--- src/design/assert_macros.svh ---
// assertion macros used by the top level of this block
// no dependencies
`ifndef ASSERT_MACROS_SVH
`define ASSERT_MACROS_SVH

// same-cycle implication, disabled while in reset
`define ASSERT_IMPLIES(label, clk, rst_n, ante, cons, msg) \
    label: assert property (@(posedge clk) disable iff (!rst_n) (ante) |-> (cons)) \
        else $error(msg);

// next-cycle implication, disabled while in reset
`define ASSERT_NEXT(label, clk, rst_n, ante, cons, msg) \
    label: assert property (@(posedge clk) disable iff (!rst_n) (ante) |=> (cons)) \
        else $error(msg);

`endif

--- src/design/psm_pkg.sv ---
// types, codes and helper functions of the ps/2 mouse device
// no dependencies
package psm_pkg;

    // item kinds
    localparam logic [1:0] KIND_WRITE = 2'd0;
    localparam logic [1:0] KIND_READ  = 2'd1;
    localparam logic [1:0] KIND_MOVE  = 2'd2;

    // reply bytes
    localparam logic [7:0] BYTE_ACK    = 8'hFA;
    localparam logic [7:0] BYTE_NAK    = 8'hFE;
    localparam logic [7:0] BYTE_BAT_OK = 8'hAA;
    localparam logic [7:0] BYTE_DEV_ID = 8'h00;

    // host commands
    localparam logic [7:0] CMD_RESET        = 8'hFF;
    localparam logic [7:0] CMD_RESEND       = 8'hFE;
    localparam logic [7:0] CMD_SET_DEFAULTS = 8'hF6;
    localparam logic [7:0] CMD_DISABLE      = 8'hF5;
    localparam logic [7:0] CMD_ENABLE       = 8'hF4;
    localparam logic [7:0] CMD_SET_RATE     = 8'hF3;
    localparam logic [7:0] CMD_GET_ID       = 8'hF2;
    localparam logic [7:0] CMD_SET_REMOTE   = 8'hF0;
    localparam logic [7:0] CMD_SET_WRAP     = 8'hEE;
    localparam logic [7:0] CMD_RESET_WRAP   = 8'hEC;
    localparam logic [7:0] CMD_READ_DATA    = 8'hEB;
    localparam logic [7:0] CMD_SET_STREAM   = 8'hEA;
    localparam logic [7:0] CMD_STATUS       = 8'hE9;
    localparam logic [7:0] CMD_SET_RES      = 8'hE8;
    localparam logic [7:0] CMD_SCALE_2      = 8'hE7;
    localparam logic [7:0] CMD_SCALE_1      = 8'hE6;

    localparam logic [7:0] RES_DEFAULT  = 8'd2;
    localparam logic [7:0] RATE_DEFAULT = 8'd100;

    // queue depths between the parts
    localparam int JOBQ_DEPTH = 4;
    localparam int RESQ_DEPTH = 2;

    typedef enum logic [1:0] {
        PS_CMD  = 2'd0,
        PS_RATE = 2'd1,
        PS_WRAP = 2'd2,
        PS_RES  = 2'd3
    } psm_proto_t;

    typedef enum logic {
        JOB_WRITE = 1'b0,
        JOB_READ  = 1'b1
    } psm_op_t;

    typedef enum logic [2:0] {
        BK_INIT_BAT,
        BK_INIT_ID,
        BK_IDLE,
        BK_PUSH,
        BK_READ
    } psm_back_state_t;

    // work handed from the front part to the back part
    typedef struct packed {
        psm_op_t         op;
        logic [2:0]      nbytes;
        logic [3:0][7:0] data;
        logic            irq;
        logic            write_ok;
    } psm_job_t;

    typedef struct packed {
        logic [7:0] read_byte;
        logic [7:0] bytes_left;
        logic       irq;
        logic       write_ok;
    } psm_result_t;

    typedef struct packed {
        logic signed [8:0] value;
        logic              over;
    } psm_acc_t;

    // add the shifted delta; out of range folds to the truncated remainder by 255
    function automatic psm_acc_t accumulate(logic signed [8:0] cnt,
                                            logic signed [10:0] delta,
                                            logic [7:0] res);
        logic [1:0]         sh;
        logic signed [14:0] wide_cnt;
        logic signed [14:0] wide_delta;
        logic signed [14:0] sum;
        logic [14:0]        neg_sum;
        logic [13:0]        mag;
        logic [13:0]        quot;
        logic [13:0]        rem;
        logic [13:0]        neg_rem;
        psm_acc_t           acc;
        sh         = (res > 8'd3) ? 2'd3 : res[1:0];
        wide_cnt   = $signed({{6{cnt[8]}}, cnt});
        wide_delta = $signed({{4{delta[10]}}, delta});
        sum        = wide_cnt + (wide_delta <<< sh);
        neg_sum    = 15'(-sum);
        mag        = sum[14] ? neg_sum[13:0] : sum[13:0];
        // divide by 255 with the x + x/256 + 1 reciprocal
        quot       = (mag + (mag >> 8) + 14'd1) >> 8;
        rem        = mag - (quot << 8) + quot;
        neg_rem    = 14'(-rem);
        acc.over   = (sum > 15'sd255) || (sum < -15'sd256);
        if (acc.over)
            acc.value = sum[14] ? $signed(neg_rem[8:0]) : $signed(rem[8:0]);
        else
            acc.value = sum[8:0];
        return acc;
    endfunction

    // 2:1 scaling of one packet byte
    function automatic logic [7:0] scale_byte(logic [7:0] n, logic dbl);
        logic [7:0] s;
        if (!dbl) begin
            s = n;
        end
        else begin
            case (n)
                8'd0, 8'd1, 8'd3: s = n;
                8'd2:             s = 8'd1;
                8'd4:             s = 8'd6;
                8'd5:             s = 8'd9;
                default:          s = {n[6:0], 1'b0};
            endcase
        end
        return s;
    endfunction

    // first byte of a movement packet; buttons bit0 left, bit1 middle, bit2 right
    function automatic logic [7:0] packet_head(logic [2:0] btn, logic x_neg, logic y_neg,
                                               logic x_ovf, logic y_ovf);
        return {y_ovf, x_ovf, y_neg, x_neg, 1'b1, btn[1], btn[2], btn[0]};
    endfunction

endpackage

--- src/design/psm_ram.sv ---
// generic single write port ram with registered read
// no dependencies
module psm_ram #(
    parameter int WIDTH = 8,
    parameter int DEPTH = 256
) (
    input  logic                     clk,
    input  logic                     wr_en,
    input  logic [$clog2(DEPTH)-1:0] wr_addr,
    input  logic [WIDTH-1:0]         wr_data,
    input  logic                     rd_en,
    input  logic [$clog2(DEPTH)-1:0] rd_addr,
    output logic [WIDTH-1:0]         rd_data
);

    logic [WIDTH-1:0] mem_reg [DEPTH];
    logic [WIDTH-1:0] rd_data_reg;

    always_ff @(posedge clk)
    begin
        if (wr_en)
            mem_reg[wr_addr] <= wr_data;
        if (rd_en)
            rd_data_reg <= mem_reg[rd_addr];
    end

    assign rd_data = rd_data_reg;

endmodule

--- src/design/psm_queue.sv ---
// small first-in first-out queue in flip-flops
// no dependencies
module psm_queue #(
    parameter int WIDTH = 8,
    parameter int DEPTH = 4
) (
    input  logic             clk,
    input  logic             rst_n,
    input  logic             wr_en,
    input  logic [WIDTH-1:0] wr_data,
    output logic             full,
    input  logic             rd_en,
    output logic [WIDTH-1:0] rd_data,
    output logic             empty
);

    localparam int PW = (DEPTH > 1) ? $clog2(DEPTH) : 1;
    localparam int CW = $clog2(DEPTH + 1);

    logic [WIDTH-1:0] mem_reg [DEPTH];
    logic [PW-1:0]    wr_ptr_reg, wr_ptr_next;
    logic [PW-1:0]    rd_ptr_reg, rd_ptr_next;
    logic [CW-1:0]    count_reg, count_next;
    logic             do_wr, do_rd;

    assign full  = (count_reg == CW'(DEPTH));
    assign empty = (count_reg == '0);
    assign do_wr = wr_en && !full;
    assign do_rd = rd_en && !empty;
    assign rd_data = mem_reg[rd_ptr_reg];

    always_comb
    begin
        wr_ptr_next = wr_ptr_reg;
        rd_ptr_next = rd_ptr_reg;
        count_next  = count_reg;
        if (do_wr)
            wr_ptr_next = (wr_ptr_reg == PW'(DEPTH - 1)) ? '0 : wr_ptr_reg + 1'b1;
        if (do_rd)
            rd_ptr_next = (rd_ptr_reg == PW'(DEPTH - 1)) ? '0 : rd_ptr_reg + 1'b1;
        if (do_wr && !do_rd)
            count_next = count_reg + 1'b1;
        else if (do_rd && !do_wr)
            count_next = count_reg - 1'b1;
    end

    always_ff @(posedge clk or negedge rst_n)
    begin
        if (!rst_n)
        begin
            wr_ptr_reg <= '0;
            rd_ptr_reg <= '0;
            count_reg  <= '0;
        end
        else
        begin
            wr_ptr_reg <= wr_ptr_next;
            rd_ptr_reg <= rd_ptr_next;
            count_reg  <= count_next;
        end
    end

    always_ff @(posedge clk)
    begin
        if (do_wr)
            mem_reg[wr_ptr_reg] <= wr_data;
    end

endmodule

--- src/design/psm_front.sv ---
// front part: protocol state, settings and movement counters; turns each item into a job
// depends on psm_pkg
module psm_front (
    input  logic                   clk,
    input  logic                   rst_n,
    input  logic                   accept,
    input  logic [1:0]             kind,
    input  logic [7:0]             cmd_byte,
    input  logic signed [10:0]     move_x,
    input  logic signed [10:0]     move_y,
    input  logic                   btn_left,
    input  logic                   btn_middle,
    input  logic                   btn_right,
    input  logic                   buttons_present,
    output psm_pkg::psm_job_t      job
);

    logic signed [8:0]   x_count_reg, x_count_next;
    logic signed [8:0]   y_count_reg, y_count_next;
    logic                x_over_reg, x_over_next;
    logic                y_over_reg, y_over_next;
    logic [2:0]          buttons_reg, buttons_next;
    logic                double_scale_reg, double_scale_next;
    logic                remote_mode_reg, remote_mode_next;
    psm_pkg::psm_proto_t proto_state_reg, proto_state_next;
    logic [7:0]          resolution_reg, resolution_next;
    logic [7:0]          sample_rate_reg, sample_rate_next;
    logic                reporting_on_reg, reporting_on_next;

    psm_pkg::psm_acc_t   acc_x, acc_y;
    logic [2:0]          new_buttons;
    logic [2:0]          event_buttons;
    logic                moved;
    logic                x_ovf_new, y_ovf_new;

    assign acc_x = psm_pkg::accumulate(x_count_reg, move_x, resolution_reg);
    assign acc_y = psm_pkg::accumulate(y_count_reg, move_y, resolution_reg);
    assign new_buttons   = {btn_right, btn_middle, btn_left};
    assign event_buttons = buttons_present ? new_buttons : buttons_reg;
    assign moved = !(move_x == 11'sd0 && move_y == 11'sd0
                     && (!buttons_present || new_buttons == buttons_reg));
    assign x_ovf_new = x_over_reg | acc_x.over;
    assign y_ovf_new = y_over_reg | acc_y.over;

    always_comb
    begin
        x_count_next      = x_count_reg;
        y_count_next      = y_count_reg;
        x_over_next       = x_over_reg;
        y_over_next       = y_over_reg;
        buttons_next      = buttons_reg;
        double_scale_next = double_scale_reg;
        remote_mode_next  = remote_mode_reg;
        proto_state_next  = proto_state_reg;
        resolution_next   = resolution_reg;
        sample_rate_next  = sample_rate_reg;
        reporting_on_next = reporting_on_reg;
        job               = '0;
        job.op            = psm_pkg::JOB_WRITE;

        if (accept)
        begin
            case (kind)
                psm_pkg::KIND_WRITE:
                begin
                    job.irq = 1'b1;
                    if (proto_state_reg == psm_pkg::PS_RATE)
                    begin
                        sample_rate_next = cmd_byte;
                        proto_state_next = psm_pkg::PS_CMD;
                        job.nbytes  = 3'd1;
                        job.data[0] = psm_pkg::BYTE_ACK;
                    end
                    else if (proto_state_reg == psm_pkg::PS_RES)
                    begin
                        resolution_next  = cmd_byte;
                        proto_state_next = psm_pkg::PS_CMD;
                        job.nbytes  = 3'd1;
                        job.data[0] = psm_pkg::BYTE_ACK;
                    end
                    else if (proto_state_reg == psm_pkg::PS_WRAP
                             && cmd_byte != psm_pkg::CMD_RESET_WRAP
                             && cmd_byte != psm_pkg::CMD_RESET)
                    begin
                        // wrap mode echoes the byte
                        job.nbytes  = 3'd1;
                        job.data[0] = cmd_byte;
                    end
                    else
                    begin
                        job.write_ok = 1'b1;
                        job.nbytes   = 3'd1;
                        job.data[0]  = psm_pkg::BYTE_ACK;
                        case (cmd_byte)
                            psm_pkg::CMD_RESET:
                            begin
                                double_scale_next = 1'b0;
                                remote_mode_next  = 1'b0;
                                proto_state_next  = psm_pkg::PS_CMD;
                                reporting_on_next = 1'b0;
                                resolution_next   = psm_pkg::RES_DEFAULT;
                                sample_rate_next  = psm_pkg::RATE_DEFAULT;
                                job.nbytes  = 3'd3;
                                job.data[1] = psm_pkg::BYTE_BAT_OK;
                                job.data[2] = psm_pkg::BYTE_DEV_ID;
                            end
                            psm_pkg::CMD_RESEND:
                            begin
                                job.write_ok = 1'b0;
                                job.nbytes   = 3'd0;
                            end
                            psm_pkg::CMD_SET_DEFAULTS:
                            begin
                                double_scale_next = 1'b0;
                                remote_mode_next  = 1'b0;
                                proto_state_next  = psm_pkg::PS_CMD;
                                reporting_on_next = 1'b0;
                                resolution_next   = psm_pkg::RES_DEFAULT;
                                sample_rate_next  = psm_pkg::RATE_DEFAULT;
                            end
                            psm_pkg::CMD_DISABLE:
                                reporting_on_next = 1'b0;
                            psm_pkg::CMD_ENABLE:
                                reporting_on_next = 1'b1;
                            psm_pkg::CMD_SET_RATE:
                                proto_state_next = psm_pkg::PS_RATE;
                            psm_pkg::CMD_GET_ID:
                            begin
                                job.nbytes  = 3'd3;
                                job.data[1] = psm_pkg::BYTE_DEV_ID;
                                job.data[2] = psm_pkg::BYTE_DEV_ID;
                            end
                            psm_pkg::CMD_SET_REMOTE:
                            begin
                                x_count_next     = '0;
                                y_count_next     = '0;
                                x_over_next      = 1'b0;
                                y_over_next      = 1'b0;
                                remote_mode_next = 1'b1;
                            end
                            psm_pkg::CMD_SET_WRAP:
                            begin
                                x_count_next     = '0;
                                y_count_next     = '0;
                                x_over_next      = 1'b0;
                                y_over_next      = 1'b0;
                                proto_state_next = psm_pkg::PS_WRAP;
                            end
                            psm_pkg::CMD_RESET_WRAP:
                            begin
                                x_count_next     = '0;
                                y_count_next     = '0;
                                x_over_next      = 1'b0;
                                y_over_next      = 1'b0;
                                proto_state_next = psm_pkg::PS_CMD;
                            end
                            psm_pkg::CMD_READ_DATA:
                            begin
                                job.nbytes  = 3'd4;
                                job.data[1] = psm_pkg::packet_head(buttons_reg,
                                    x_count_reg[8], y_count_reg[8], x_over_reg, y_over_reg);
                                job.data[2] = psm_pkg::scale_byte(x_count_reg[7:0],
                                    double_scale_reg);
                                job.data[3] = psm_pkg::scale_byte(y_count_reg[7:0],
                                    double_scale_reg);
                                x_count_next = '0;
                                y_count_next = '0;
                                x_over_next  = 1'b0;
                                y_over_next  = 1'b0;
                            end
                            psm_pkg::CMD_SET_STREAM:
                            begin
                                x_count_next     = '0;
                                y_count_next     = '0;
                                x_over_next      = 1'b0;
                                y_over_next      = 1'b0;
                                remote_mode_next = 1'b0;
                            end
                            psm_pkg::CMD_STATUS:
                            begin
                                job.nbytes  = 3'd4;
                                job.data[1] = {1'b0, remote_mode_reg, reporting_on_reg,
                                               double_scale_reg, 1'b0, buttons_reg[0],
                                               buttons_reg[1], buttons_reg[2]};
                                job.data[2] = resolution_reg;
                                job.data[3] = sample_rate_reg;
                            end
                            psm_pkg::CMD_SET_RES:
                                proto_state_next = psm_pkg::PS_RES;
                            psm_pkg::CMD_SCALE_2:
                                double_scale_next = 1'b1;
                            psm_pkg::CMD_SCALE_1:
                                double_scale_next = 1'b0;
                            default:
                                job.data[0] = psm_pkg::BYTE_NAK;
                        endcase
                    end
                end
                psm_pkg::KIND_READ:
                    job.op = psm_pkg::JOB_READ;
                psm_pkg::KIND_MOVE:
                begin
                    if (moved)
                    begin
                        buttons_next = event_buttons;
                        x_count_next = acc_x.value;
                        y_count_next = acc_y.value;
                        x_over_next  = x_ovf_new;
                        y_over_next  = y_ovf_new;
                        if (!remote_mode_reg && reporting_on_reg)
                        begin
                            job.irq     = 1'b1;
                            job.nbytes  = 3'd3;
                            job.data[0] = psm_pkg::packet_head(event_buttons,
                                acc_x.value[8], acc_y.value[8], x_ovf_new, y_ovf_new);
                            job.data[1] = psm_pkg::scale_byte(acc_x.value[7:0],
                                double_scale_reg);
                            job.data[2] = psm_pkg::scale_byte(acc_y.value[7:0],
                                double_scale_reg);
                            x_count_next = '0;
                            y_count_next = '0;
                            x_over_next  = 1'b0;
                            y_over_next  = 1'b0;
                        end
                    end
                end
                default:
                begin
                    // undefined kind: no state change, all-zero result
                end
            endcase
        end
    end

    always_ff @(posedge clk or negedge rst_n)
    begin
        if (!rst_n)
        begin
            x_count_reg      <= '0;
            y_count_reg      <= '0;
            x_over_reg       <= 1'b0;
            y_over_reg       <= 1'b0;
            buttons_reg      <= '0;
            double_scale_reg <= 1'b0;
            remote_mode_reg  <= 1'b0;
            proto_state_reg  <= psm_pkg::PS_CMD;
            resolution_reg   <= psm_pkg::RES_DEFAULT;
            sample_rate_reg  <= psm_pkg::RATE_DEFAULT;
            reporting_on_reg <= 1'b0;
        end
        else
        begin
            x_count_reg      <= x_count_next;
            y_count_reg      <= y_count_next;
            x_over_reg       <= x_over_next;
            y_over_reg       <= y_over_next;
            buttons_reg      <= buttons_next;
            double_scale_reg <= double_scale_next;
            remote_mode_reg  <= remote_mode_next;
            proto_state_reg  <= proto_state_next;
            resolution_reg   <= resolution_next;
            sample_rate_reg  <= sample_rate_next;
            reporting_on_reg <= reporting_on_next;
        end
    end

endmodule

--- src/design/psm_back.sv ---
// back part: owns the reply fifo, pushes reply bytes one a cycle and serves host reads
// depends on psm_pkg and psm_ram
module psm_back #(
    parameter int FIFO_DEPTH = 256
) (
    input  logic                 clk,
    input  logic                 rst_n,
    input  logic                 job_valid,
    input  psm_pkg::psm_job_t    job,
    output logic                 job_take,
    input  logic                 res_full,
    output logic                 res_push,
    output psm_pkg::psm_result_t res
);

    localparam int AW = $clog2(FIFO_DEPTH);
    localparam int CW = $clog2(FIFO_DEPTH + 1);
    localparam int FW = (CW > 8) ? CW : 8;

    psm_pkg::psm_back_state_t state_reg, state_next;
    psm_pkg::psm_job_t        job_reg, job_next;
    logic [1:0]               idx_reg, idx_next;
    logic [AW-1:0]            head_reg, head_next;
    logic [AW-1:0]            tail_reg, tail_next;
    logic [CW-1:0]            fill_reg, fill_next;

    logic                     push_en;
    logic [7:0]               push_byte;
    logic                     push_ok;
    logic                     rd_en;
    logic [7:0]               rd_data;
    logic [FW-1:0]            fill_wide;

    assign fill_wide = FW'(fill_reg);
    assign push_ok   = push_en && (fill_reg != CW'(FIFO_DEPTH));

    psm_ram #(
        .WIDTH (8),
        .DEPTH (FIFO_DEPTH)
    ) u_reply_ram (
        .clk     (clk),
        .wr_en   (push_ok),
        .wr_addr (tail_reg),
        .wr_data (push_byte),
        .rd_en   (rd_en),
        .rd_addr (head_reg),
        .rd_data (rd_data)
    );

    always_comb
    begin
        state_next = state_reg;
        job_next   = job_reg;
        idx_next   = idx_reg;
        head_next  = head_reg;
        tail_next  = tail_reg;
        fill_next  = fill_reg;
        push_en    = 1'b0;
        push_byte  = job_reg.data[idx_reg];
        rd_en      = 1'b0;
        job_take   = 1'b0;
        res_push   = 1'b0;
        res        = '0;

        case (state_reg)
            psm_pkg::BK_INIT_BAT:
            begin
                // power-on reply bytes
                push_en    = 1'b1;
                push_byte  = psm_pkg::BYTE_BAT_OK;
                state_next = psm_pkg::BK_INIT_ID;
            end
            psm_pkg::BK_INIT_ID:
            begin
                push_en    = 1'b1;
                push_byte  = psm_pkg::BYTE_DEV_ID;
                state_next = psm_pkg::BK_IDLE;
            end
            psm_pkg::BK_IDLE:
            begin
                // one job in flight, so a free result slot now is still free at the end
                if (job_valid && !res_full)
                begin
                    job_take = 1'b1;
                    if (job.op == psm_pkg::JOB_READ)
                    begin
                        if (fill_reg != '0)
                        begin
                            rd_en      = 1'b1;
                            head_next  = (head_reg == AW'(FIFO_DEPTH - 1)) ? '0
                                                                           : head_reg + 1'b1;
                            fill_next  = fill_reg - 1'b1;
                            state_next = psm_pkg::BK_READ;
                        end
                        else
                        begin
                            res_push = 1'b1;
                        end
                    end
                    else if (job.nbytes == 3'd0)
                    begin
                        res_push     = 1'b1;
                        res.irq      = job.irq;
                        res.write_ok = job.write_ok;
                    end
                    else
                    begin
                        job_next   = job;
                        idx_next   = '0;
                        state_next = psm_pkg::BK_PUSH;
                    end
                end
            end
            psm_pkg::BK_PUSH:
            begin
                push_en = 1'b1;
                if ({1'b0, idx_reg} + 3'd1 == job_reg.nbytes)
                begin
                    res_push     = 1'b1;
                    res.irq      = job_reg.irq;
                    res.write_ok = job_reg.write_ok;
                    state_next   = psm_pkg::BK_IDLE;
                end
                else
                begin
                    idx_next = idx_reg + 2'd1;
                end
            end
            psm_pkg::BK_READ:
            begin
                res_push       = 1'b1;
                res.read_byte  = rd_data;
                res.bytes_left = (fill_wide > FW'(255)) ? 8'hFF : fill_wide[7:0];
                state_next     = psm_pkg::BK_IDLE;
            end
            default:
                state_next = psm_pkg::BK_IDLE;
        endcase

        // a byte pushed into a full fifo is dropped
        if (push_ok)
        begin
            tail_next = (tail_reg == AW'(FIFO_DEPTH - 1)) ? '0 : tail_reg + 1'b1;
            fill_next = fill_reg + 1'b1;
        end
    end

    always_ff @(posedge clk or negedge rst_n)
    begin
        if (!rst_n)
        begin
            state_reg <= psm_pkg::BK_INIT_BAT;
            idx_reg   <= '0;
            head_reg  <= '0;
            tail_reg  <= '0;
            fill_reg  <= '0;
        end
        else
        begin
            state_reg <= state_next;
            idx_reg   <= idx_next;
            head_reg  <= head_next;
            tail_reg  <= tail_next;
            fill_reg  <= fill_next;
        end
    end

    always_ff @(posedge clk)
    begin
        job_reg <= job_next;
    end

endmodule

--- src/design/ps2_mouse_device_unit.sv ---
// top level of the ps/2 mouse device: front part, job queue, back part, result queue
// depends on psm_pkg, psm_front, psm_queue, psm_back and assert_macros.svh
//
//   channel   handshake          payload
//   -------   ----------------   ---------------------------------------------------
//   input     push / full        kind, cmd_byte, move_x, move_y, btn_left,
//                                btn_middle, btn_right, buttons_present
//   result    empty / pop        read_byte, bytes_left, irq, write_ok
//
// an item is taken whenever the four-entry job queue has room; the back part then writes
// the reply bytes of a job, up to four for a command, one after another into the reply ram
// through its write port; for a host read it first reads the ram, then pushes the result.
// after reset the back part writes the two power-on bytes into the reply ram in its init
// states; items are accepted meanwhile and wait in the job queue.
// a stalled result side fills the two-entry result queue, then the job queue, then full.
`include "assert_macros.svh"

module ps2_mouse_device_unit #(
    parameter int FIFO_DEPTH = 256
) (
    input  logic               clk,
    input  logic               rst_n,
    input  logic               push,
    output logic               full,
    input  logic [1:0]         kind,
    input  logic [7:0]         cmd_byte,
    input  logic signed [10:0] move_x,
    input  logic signed [10:0] move_y,
    input  logic               btn_left,
    input  logic               btn_middle,
    input  logic               btn_right,
    input  logic               buttons_present,
    output logic               empty,
    input  logic               pop,
    output logic [7:0]         read_byte,
    output logic [7:0]         bytes_left,
    output logic               irq,
    output logic               write_ok
);

    localparam int JOB_W = $bits(psm_pkg::psm_job_t);
    localparam int RES_W = $bits(psm_pkg::psm_result_t);

    logic                 accept;
    psm_pkg::psm_job_t    front_job;
    logic                 jobq_full;
    logic                 jobq_empty;
    logic [JOB_W-1:0]     jobq_rd_data;
    psm_pkg::psm_job_t    job_head;
    logic                 job_take;
    logic                 resq_full;
    logic                 res_push;
    psm_pkg::psm_result_t back_res;
    logic [RES_W-1:0]     resq_rd_data;
    psm_pkg::psm_result_t res_head;

    assign full   = jobq_full;
    assign accept = push && !jobq_full;

    psm_front u_front (
        .clk             (clk),
        .rst_n           (rst_n),
        .accept          (accept),
        .kind            (kind),
        .cmd_byte        (cmd_byte),
        .move_x          (move_x),
        .move_y          (move_y),
        .btn_left        (btn_left),
        .btn_middle      (btn_middle),
        .btn_right       (btn_right),
        .buttons_present (buttons_present),
        .job             (front_job)
    );

    psm_queue #(
        .WIDTH (JOB_W),
        .DEPTH (psm_pkg::JOBQ_DEPTH)
    ) u_job_queue (
        .clk     (clk),
        .rst_n   (rst_n),
        .wr_en   (accept),
        .wr_data (front_job),
        .full    (jobq_full),
        .rd_en   (job_take),
        .rd_data (jobq_rd_data),
        .empty   (jobq_empty)
    );

    assign job_head = psm_pkg::psm_job_t'(jobq_rd_data);

    psm_back #(
        .FIFO_DEPTH (FIFO_DEPTH)
    ) u_back (
        .clk       (clk),
        .rst_n     (rst_n),
        .job_valid (!jobq_empty),
        .job       (job_head),
        .job_take  (job_take),
        .res_full  (resq_full),
        .res_push  (res_push),
        .res       (back_res)
    );

    psm_queue #(
        .WIDTH (RES_W),
        .DEPTH (psm_pkg::RESQ_DEPTH)
    ) u_res_queue (
        .clk     (clk),
        .rst_n   (rst_n),
        .wr_en   (res_push),
        .wr_data (back_res),
        .full    (resq_full),
        .rd_en   (pop),
        .rd_data (resq_rd_data),
        .empty   (empty)
    );

    assign res_head   = psm_pkg::psm_result_t'(resq_rd_data);
    assign read_byte  = res_head.read_byte;
    assign bytes_left = res_head.bytes_left;
    assign irq        = res_head.irq;
    assign write_ok   = res_head.write_ok;

    `ASSERT_IMPLIES(a_res_room, clk, rst_n, res_push, !resq_full, "result pushed into a full result queue")
    `ASSERT_IMPLIES(a_job_avail, clk, rst_n, job_take, !jobq_empty, "job taken from an empty job queue")
    `ASSERT_IMPLIES(a_ok_has_irq, clk, rst_n, !empty && write_ok, irq, "write_ok result without irq")
    `ASSERT_IMPLIES(a_read_quiet, clk, rst_n, !empty && (read_byte != 8'd0 || bytes_left != 8'd0), !irq && !write_ok, "read result carries irq or write_ok")

endmodule

--- config.mk ---
export PLATFORM = sky130hd
export DESIGN_NAME = ps2_mouse_device_unit
export DESIGN_NICKNAME = d
export VERILOG_FILES = /design/src/design/psm_pkg.sv /design/src/design/psm_ram.sv /design/src/design/psm_queue.sv /design/src/design/psm_front.sv /design/src/design/psm_back.sv /design/src/design/ps2_mouse_device_unit.sv
export VERILOG_INCLUDE_DIRS = /design/src /design/src/design
export SDC_FILE = /design/constraint.sdc
export NUM_CORES = 2
export LEC_CHECK = 0
export BUFFER_PORTS_ARGS = -buffer_cell sky130_fd_sc_hd__buf_2
export CAP_MARGIN = 20
export CORE_AREA = 3 3 310 541
export CTS_CLUSTER_SIZE = 20
export DETAILED_ROUTE_END_ITERATION = 7
export DIE_AREA = 0 0 313 544
export MAX_ROUTING_LAYER = met4
export PLACE_DENSITY = 0.76
export RECOVER_POWER = 50
export SYNTH_ARGS = -nofsm -noshare
export SYNTH_HDL_FRONTEND = slang
export SYNTH_SLANG_ARGS = --single-unit
--- constraint.sdc ---
create_clock -name clk -period 10.2 [get_ports clk]
set_input_delay 2.04 -clock clk [delete_from_list [all_inputs] [get_ports clk]]
set_output_delay 2.04 -clock clk [all_outputs]
set_load 0.1 [all_outputs]
# Word-level counts from Yosys, hierarchy flattened
# Memories as Yosys holds them, arrays and structs flattened. A register that Yosys moved wholly into a read port is not among the register bits.
# Index checks and enable logic that the tools add are counted.
[op_classes]
add_sub_neg = 28
n_mul = 0
div = 0
order_cmp = 7
n_eq_ne = 72
n_shift = 2
muxes = 132
bitwise = 8
reduce_logical = 82
[ops]
columns = ["operator", "count"]
rows = [
  ["9-bit 2-to-1 mux", 17],
  ["8-bit 2-to-1 mux", 19],
  ["8-bit == test (second input constant)", 18],
  ["8-bit case mux with 4 select lines", 4],
  ["24-bit 2-to-1 mux", 3],
  ["8-bit by 2-bit == test with 1-bit output (second input constant)", 8],
  ["8-bit by 3-bit == test with 1-bit output (second input constant)", 8],
  ["25-bit 2-to-1 mux", 2],
  ["25-bit case mux with 2 select lines", 1],
  ["16-bit case mux with 3 select lines", 1],
  ["3-bit 2-to-1 mux", 13],
  ["38-bit 2-to-1 mux", 1],
  ["9-bit case mux with 2 select lines", 2],
  ["1-bit 2-to-1 mux", 34],
  ["2-bit 2-to-1 mux", 17],
  ["8-bit by 1-bit == test with 1-bit output (second input constant)", 4],
  ["8-bit zero test", 4],
  ["8-bit case mux with 2 select lines", 2],
  ["9-bit by 15-bit adder with 15-bit output", 2],
  ["15-bit by 9-bit greater-than comparator with 1-bit output (second input constant)", 2],
  ["15-bit by 9-bit less-than comparator with 1-bit output (second input constant)", 2],
  ["11-bit by 2-bit <<< shifter with 15-bit output", 2],
  ["14-bit by 1-bit adder with 14-bit output (second input constant)", 2],
  ["14-bit by 6-bit adder with 14-bit output", 2],
  ["other kinds (58)", 161],
]
[totals]
reg_bits = 122
latchBits = 0
ram_bits = 2236
mem_bits_ro = 0
input_bits = 40
out_inout_bits = 20
elab_cells = 363
memories = 3
[memory_table]
columns = ["memory", "words", "word_bits", "rd", "rd_ports_with_merged_regs", "wr", "line_no", "text"]
rows = [
  ["u_back.u_reply_ram.mem_reg", 256, 8, 1, 1, 1, "psm_ram.sv:16", "logic [WIDTH-1:0] mem_reg [DEPTH];"],
  ["u_job_queue.mem_reg", 4, 38, 1, 0, 1, "psm_queue.sv:20", "logic [WIDTH-1:0] mem_reg [DEPTH];"],
  ["u_res_queue.mem_reg", 2, 18, 1, 0, 1, "psm_queue.sv:20", ""],
]

# Depth between registers and ports, before layout
[logic_depth]
ltp_word = 21
mapped_depth = 39
ltp_nobuf = 37

# By module
# From an unflattened synthesis, not the netlist that was laid out.
[unflattened]
cells_unflattened = 5487
area_unflattened_um2 = 98858.6
[by_module_without_submodules]
columns = ["module", "instances", "cells_each", "area_per_inst_um2", "seq_area_each_um2"]
rows = [
  ["psm_ram", 1, 3733, 79636.4, 61739.2],
  ["psm_front", 1, 1162, 8401.8, 1106.1],
  ["psm_queue at u_job_queue", 1, 236, 5918.2, 4739.5],
  ["psm_back", 1, 279, 3339.5, 1861.8],
  ["psm_queue at u_res_queue", 1, 75, 1545.2, 1181.1],
  ["ps2_mouse_device_unit", 1, 2, 17.5, 0.0],
]

# Worst setup path after synthesis
# OpenSTA, ideal clock, no wires.
[synth_path]
path_type = "in2reg"
start = "input port move_y[1]"
end = "memory u_job_queue.mem_reg[0][19] (netlist name), data pin"
setup_ns = 0.159
arrival_ns = 8.915
required_time_ns = 10.041
path_slack_ns = 1.126
path_stages = 35
n_path_buf = 1
path_cell_list = "nor2b_1 > a211oi_1 > a21oi_1 > ha_1 > buf_6 > a21o_1 > a31o_2 > or4_1 > a31oi_1 > nand3_1 > o21ai_0 > xnor2_1 > ha_1 > or3_1 > nor3_1 > mux2i_1 > nand3_1 > and2_1 > o31ai_2 > nand3_1 > xor2_1 > ha_1 > inv_1 > ha_1 > nor2b_1 > o31a_1 > o31a_1 > nor3_1 > o41a_1 > xor2_1 > nor3b_2 > nand2_1 > mux2_2 > a211o_1 > a21oi_2"
[synth_rtl]
columns = ["element", "line_no", "text"]
rows = [
  ["start: declaration", "ps2_mouse_device_unit.sv:28", "input logic signed [10:0] move_y,"],
  ["end: declaration", "psm_queue.sv:20", ""],
]

==> results by group <==
Flow run
  – Total of max-cap violations: 35

Yosys
  – Post-Syn Area: 98090 µm²
  – Primary FF master, synth: sky130_fd_sc_hd__edfxtp_1
  – Synth Area in Simple Gates: 3.644%
  – Count of unique library cells instantiated by Yosys: 95
  – Xor-xnor portion of the synthesized cell area: 1.022%
  – Compound-cell area share of the yosys netlist: 2.926%
  – Gate Count Post-Synth: 4950
  – Avg Inst Size Synth: 19.82 µm²
  – Cell taking the most area after synthesis: sky130_fd_sc_hd__edfxtp_1
  – Seq cells post-synth: ~2400
  – Count of yosys warnings during synthesis: 0
  – Portion of synthesized cell area occupied by the leading cell type: about 70%
  – Adder and majority cell fraction of the synthesized area: 1.241%
  – Number of nets in the synthesized netlist: 5084
  – Combinational family with the most area after synthesis: multiplexers
  – Post-synth EDFFs: 2281
  – Top post-synthesis cells by area: sky130_fd_sc_hd__edfxtp_1, sky130_fd_sc_hd__mux4_2, sky130_fd_sc_hd__dfrtp_1, sky130_fd_sc_hd__nor2_1, sky130_fd_sc_hd__ha_1
  – Share of async-settable or async-resettable flops after synthesis: under 10%
  – Share of synthesized area spent on multiplexers: ~18%
  – Sequential element share of the synthesized area: 72.00%

Timing
  – Unrepaired setup endpoints after global routing: no
  – Worst Skew: 47.99 ps
  – Slew at the pin closest to its max-slew limit: 4486 ps
  – Final hold violations: 0
  – Shortest clock period the worst path allows after layout: 9650 ps
  – Fmax achieved: 103.6 MHz
  – Headroom to the max-slew limit: -199.0%
  – Count of pins over their slew limit: 1810
  – Crit share post-route: 94.61%
  – Number of failing setup endpoints in the final timing report: 0

Critical path
  – Kind of end point of the critical path: flip-flop
  – Top fanout value on the critical path: 10
  – Critical Path Most Common Cell: sky130_fd_sc_hd__ha_1
  – Worst path slowest cell: sky130_fd_sc_hd__nor2_1
  – Required time of the critical path: around 11000 ps
  – Path type of the worst setup path: flip-flop to flip-flop
  – CP Launch Type: flip-flop
  – Delay of the slowest cell on the worst path: 510 ps
  – Worst path buffer plus inverter count: 2
  – Delay-heaviest family, CP: simple AND/OR/NAND/NOR gates
  – Worst path arrival time: roughly 10000 ps

Clock tree
  – CTS root buf: sky130_fd_sc_hd__clkbuf_16
  – CTS Buf Count: 200
  – Longest Clk Path Bufs: 4
  – Count of clock tree sinks: 2366
  – Post-CTS clock slew at the launch and capture registers of the worst setup and hold paths: about 70 ps
  – TritonCTS clock tree: yes
  – Maximum level of the CTS H-tree: 4
  – Clk Latency, worst-skew pair: 870 ps

Layout
  – Layout Nets: slightly above 5000
  – Post-route insts no fill: 7372
  – Final core occ: 65.61%
  – Share of layout cells above drive strength 1: 23.94%
  – Count of filler cells inserted in the layout: 10370
  – Max FFs per register: 2048
  – Signed area change from the synthesized netlist to the final layout: 9.243%

Floorplan
  – Number of core rows: 196
  – Top Ports: 60
  – Core box area: ~160000 µm²
  – Total Die Area: between 150000 and 200000 µm²
  – Die Y: between 500 and 600 µm
  – Die X: 313 µm
  – Starting density of the core: 60.06%

Drt
  – Routed wire per std cell: 32.23 µm
  – DRC Markers: 0
  – Total detailed-routing wirelength: 237600 µm
  – DR vias/cell: 6.763
  – 1st-iter DRT viols: 5795
  – TritonRoute pass-1 iters: 6
  – Routed Antenna Nets: 0
  – Vias after detailed routing: about 50000

Global routing
  – Congestion Overflow GR: 0
  – Overall routing resource usage: 28.95%
  – Via count of the first global-routing pass: 51210
  – Antenna violations before repair: 7
  – Wire length of the first global-routing pass: between 300000 and 400000 µm
  – Maximum number of pins on one net before global-route repair: 159

Outcome
  – Violated checks: capacitance limit, slew limit
  – Result of the run: finished with violations

Placed design
  – Port Buffers: 59
  – Final Wtd Congestion: 0.9279
  – HPWL after detailed placement: 144300 µm
  – Post-placement cell count: 6999

Hold path
  – Class of the most critical hold timing path: flip-flop to flip-flop
## per-stage QoR
stage / instance area [µm²] / setup TNS [ps] / setup slack, ps / hold slack (ps)
after floorplan: 98090 / 0 / 1126 / 450.2
after global placement: 100800 / 0 / 180.0 / 469.3
after detailed placement: 100900 / -392.7 / -98.21 / 477.9
after CTS: 107200 / 0 / 338.3 / 492.6
after global routing: 107100 / 0 / 32.61 / 519.3
final: 107200 / 0 / 550.1 / 487.8
## final timing paths
kind	from	end	slack, ps	depth (start not counted)
worst max-delay path	u_front.resolution_reg[4]	u_job_queue.mem_reg[3][19]	550	36
worst min-delay path	u_front.sample_rate_reg[2]	u_front.sample_rate_reg[2]	490	2
worst max register to register	u_front.resolution_reg[4]	u_job_queue.mem_reg[3][19]	550	36
worst min register to register	u_front.sample_rate_reg[2]	u_front.sample_rate_reg[2]	490	2
max in group asynchronous	rst_n	u_front.y_count_reg[6]	4620	2
min in group asynchronous	rst_n	u_back.idx_reg[0]	1990	1
## synth_stat cells, drive strengths merged, types with 21 or more instances
cell type and number:
buf 86, mux2i 54, a22oi 28, a21oi 86, xnor2 72, o21ai 104, ha 90, nand2b 21
mux4 725, nor3 46, nand3 41, nor2b 28, mux2 47, nor2 379, o21a 21, nand2 158
inv 84, dfrtp 81, clkbuf 179, xor2 39, edfxtp 2281, and2 24
## area by class of cell
type / count / area [µm²] / share of cell area, %
multi-input cells: 2235 / 26140 / 24.40
clock buffers: 245 / 5286 / 4.933
clock inverters: 111 / 1069 / 0.9972
inverters: 84 / 315.3 / 0.2942
flip-flops and latches: 2366 / 70650 / 65.93
repair buffers: 146 / 954.7 / 0.8909
diodes: 7 / 17.52 / 0.01635
well taps: 2178 / 2725 / 2.543
## per-layer routing
metal	share of wire (%)	wire length, µm	global-route usage [%]	vias up
li1	-	-	-	20480
met1	33	78780	33.57	26000
met2	54	127500	50.03	2737
met3	7.1	16890	3.650	638
met4	6.1	14450	14.71	0
met5	0	0	-	-
## repair_timing
item | CTS | global route
hold buffers | 0 | 0
endpoints found under the setup margin | 0 | 37
gates resized for setup | 0 | 5
setup buffers | 0 | 3
## cell usage in the layout, fill, tap and decap left out, drive strengths merged, types with 39 or more instances in the layout
cell type	n
edfxtp	2281
mux4	725
nor2	379
clkbuf	280
nand2	158
buf	111
o21ai	104
ha	90
inv	88
a21oi	86
dfrtp	81
clkinv	79
xnor2	72
mux2i	54
mux2	47
nor3	46
nand3	41
xor2	39
## cell families (layout without fill, tap and decap cells)
logic type	Yosys count	in the layout
multiplexers	826	826
other	0	7
flip-flops	2366	2366
AO/OA/AOI/OAI	414	414
buffers and inverters	349	586
AND/OR/NAND/NOR	789	789
adder cells (fa/ha/maj)	95	95
XOR/XNOR	111	111
## worst min-delay path, cell delays in order (launching register included)
cell and delay, ps:
sky130_fd_sc_hd__dfstp_2 370, sky130_fd_sc_hd__nand2_1 40, sky130_fd_sc_hd__o21ai_0 70
Power is left out: the tool's default activity adds up to more than one toggle a clock period on the data nets, which glitch-free logic cannot reach.
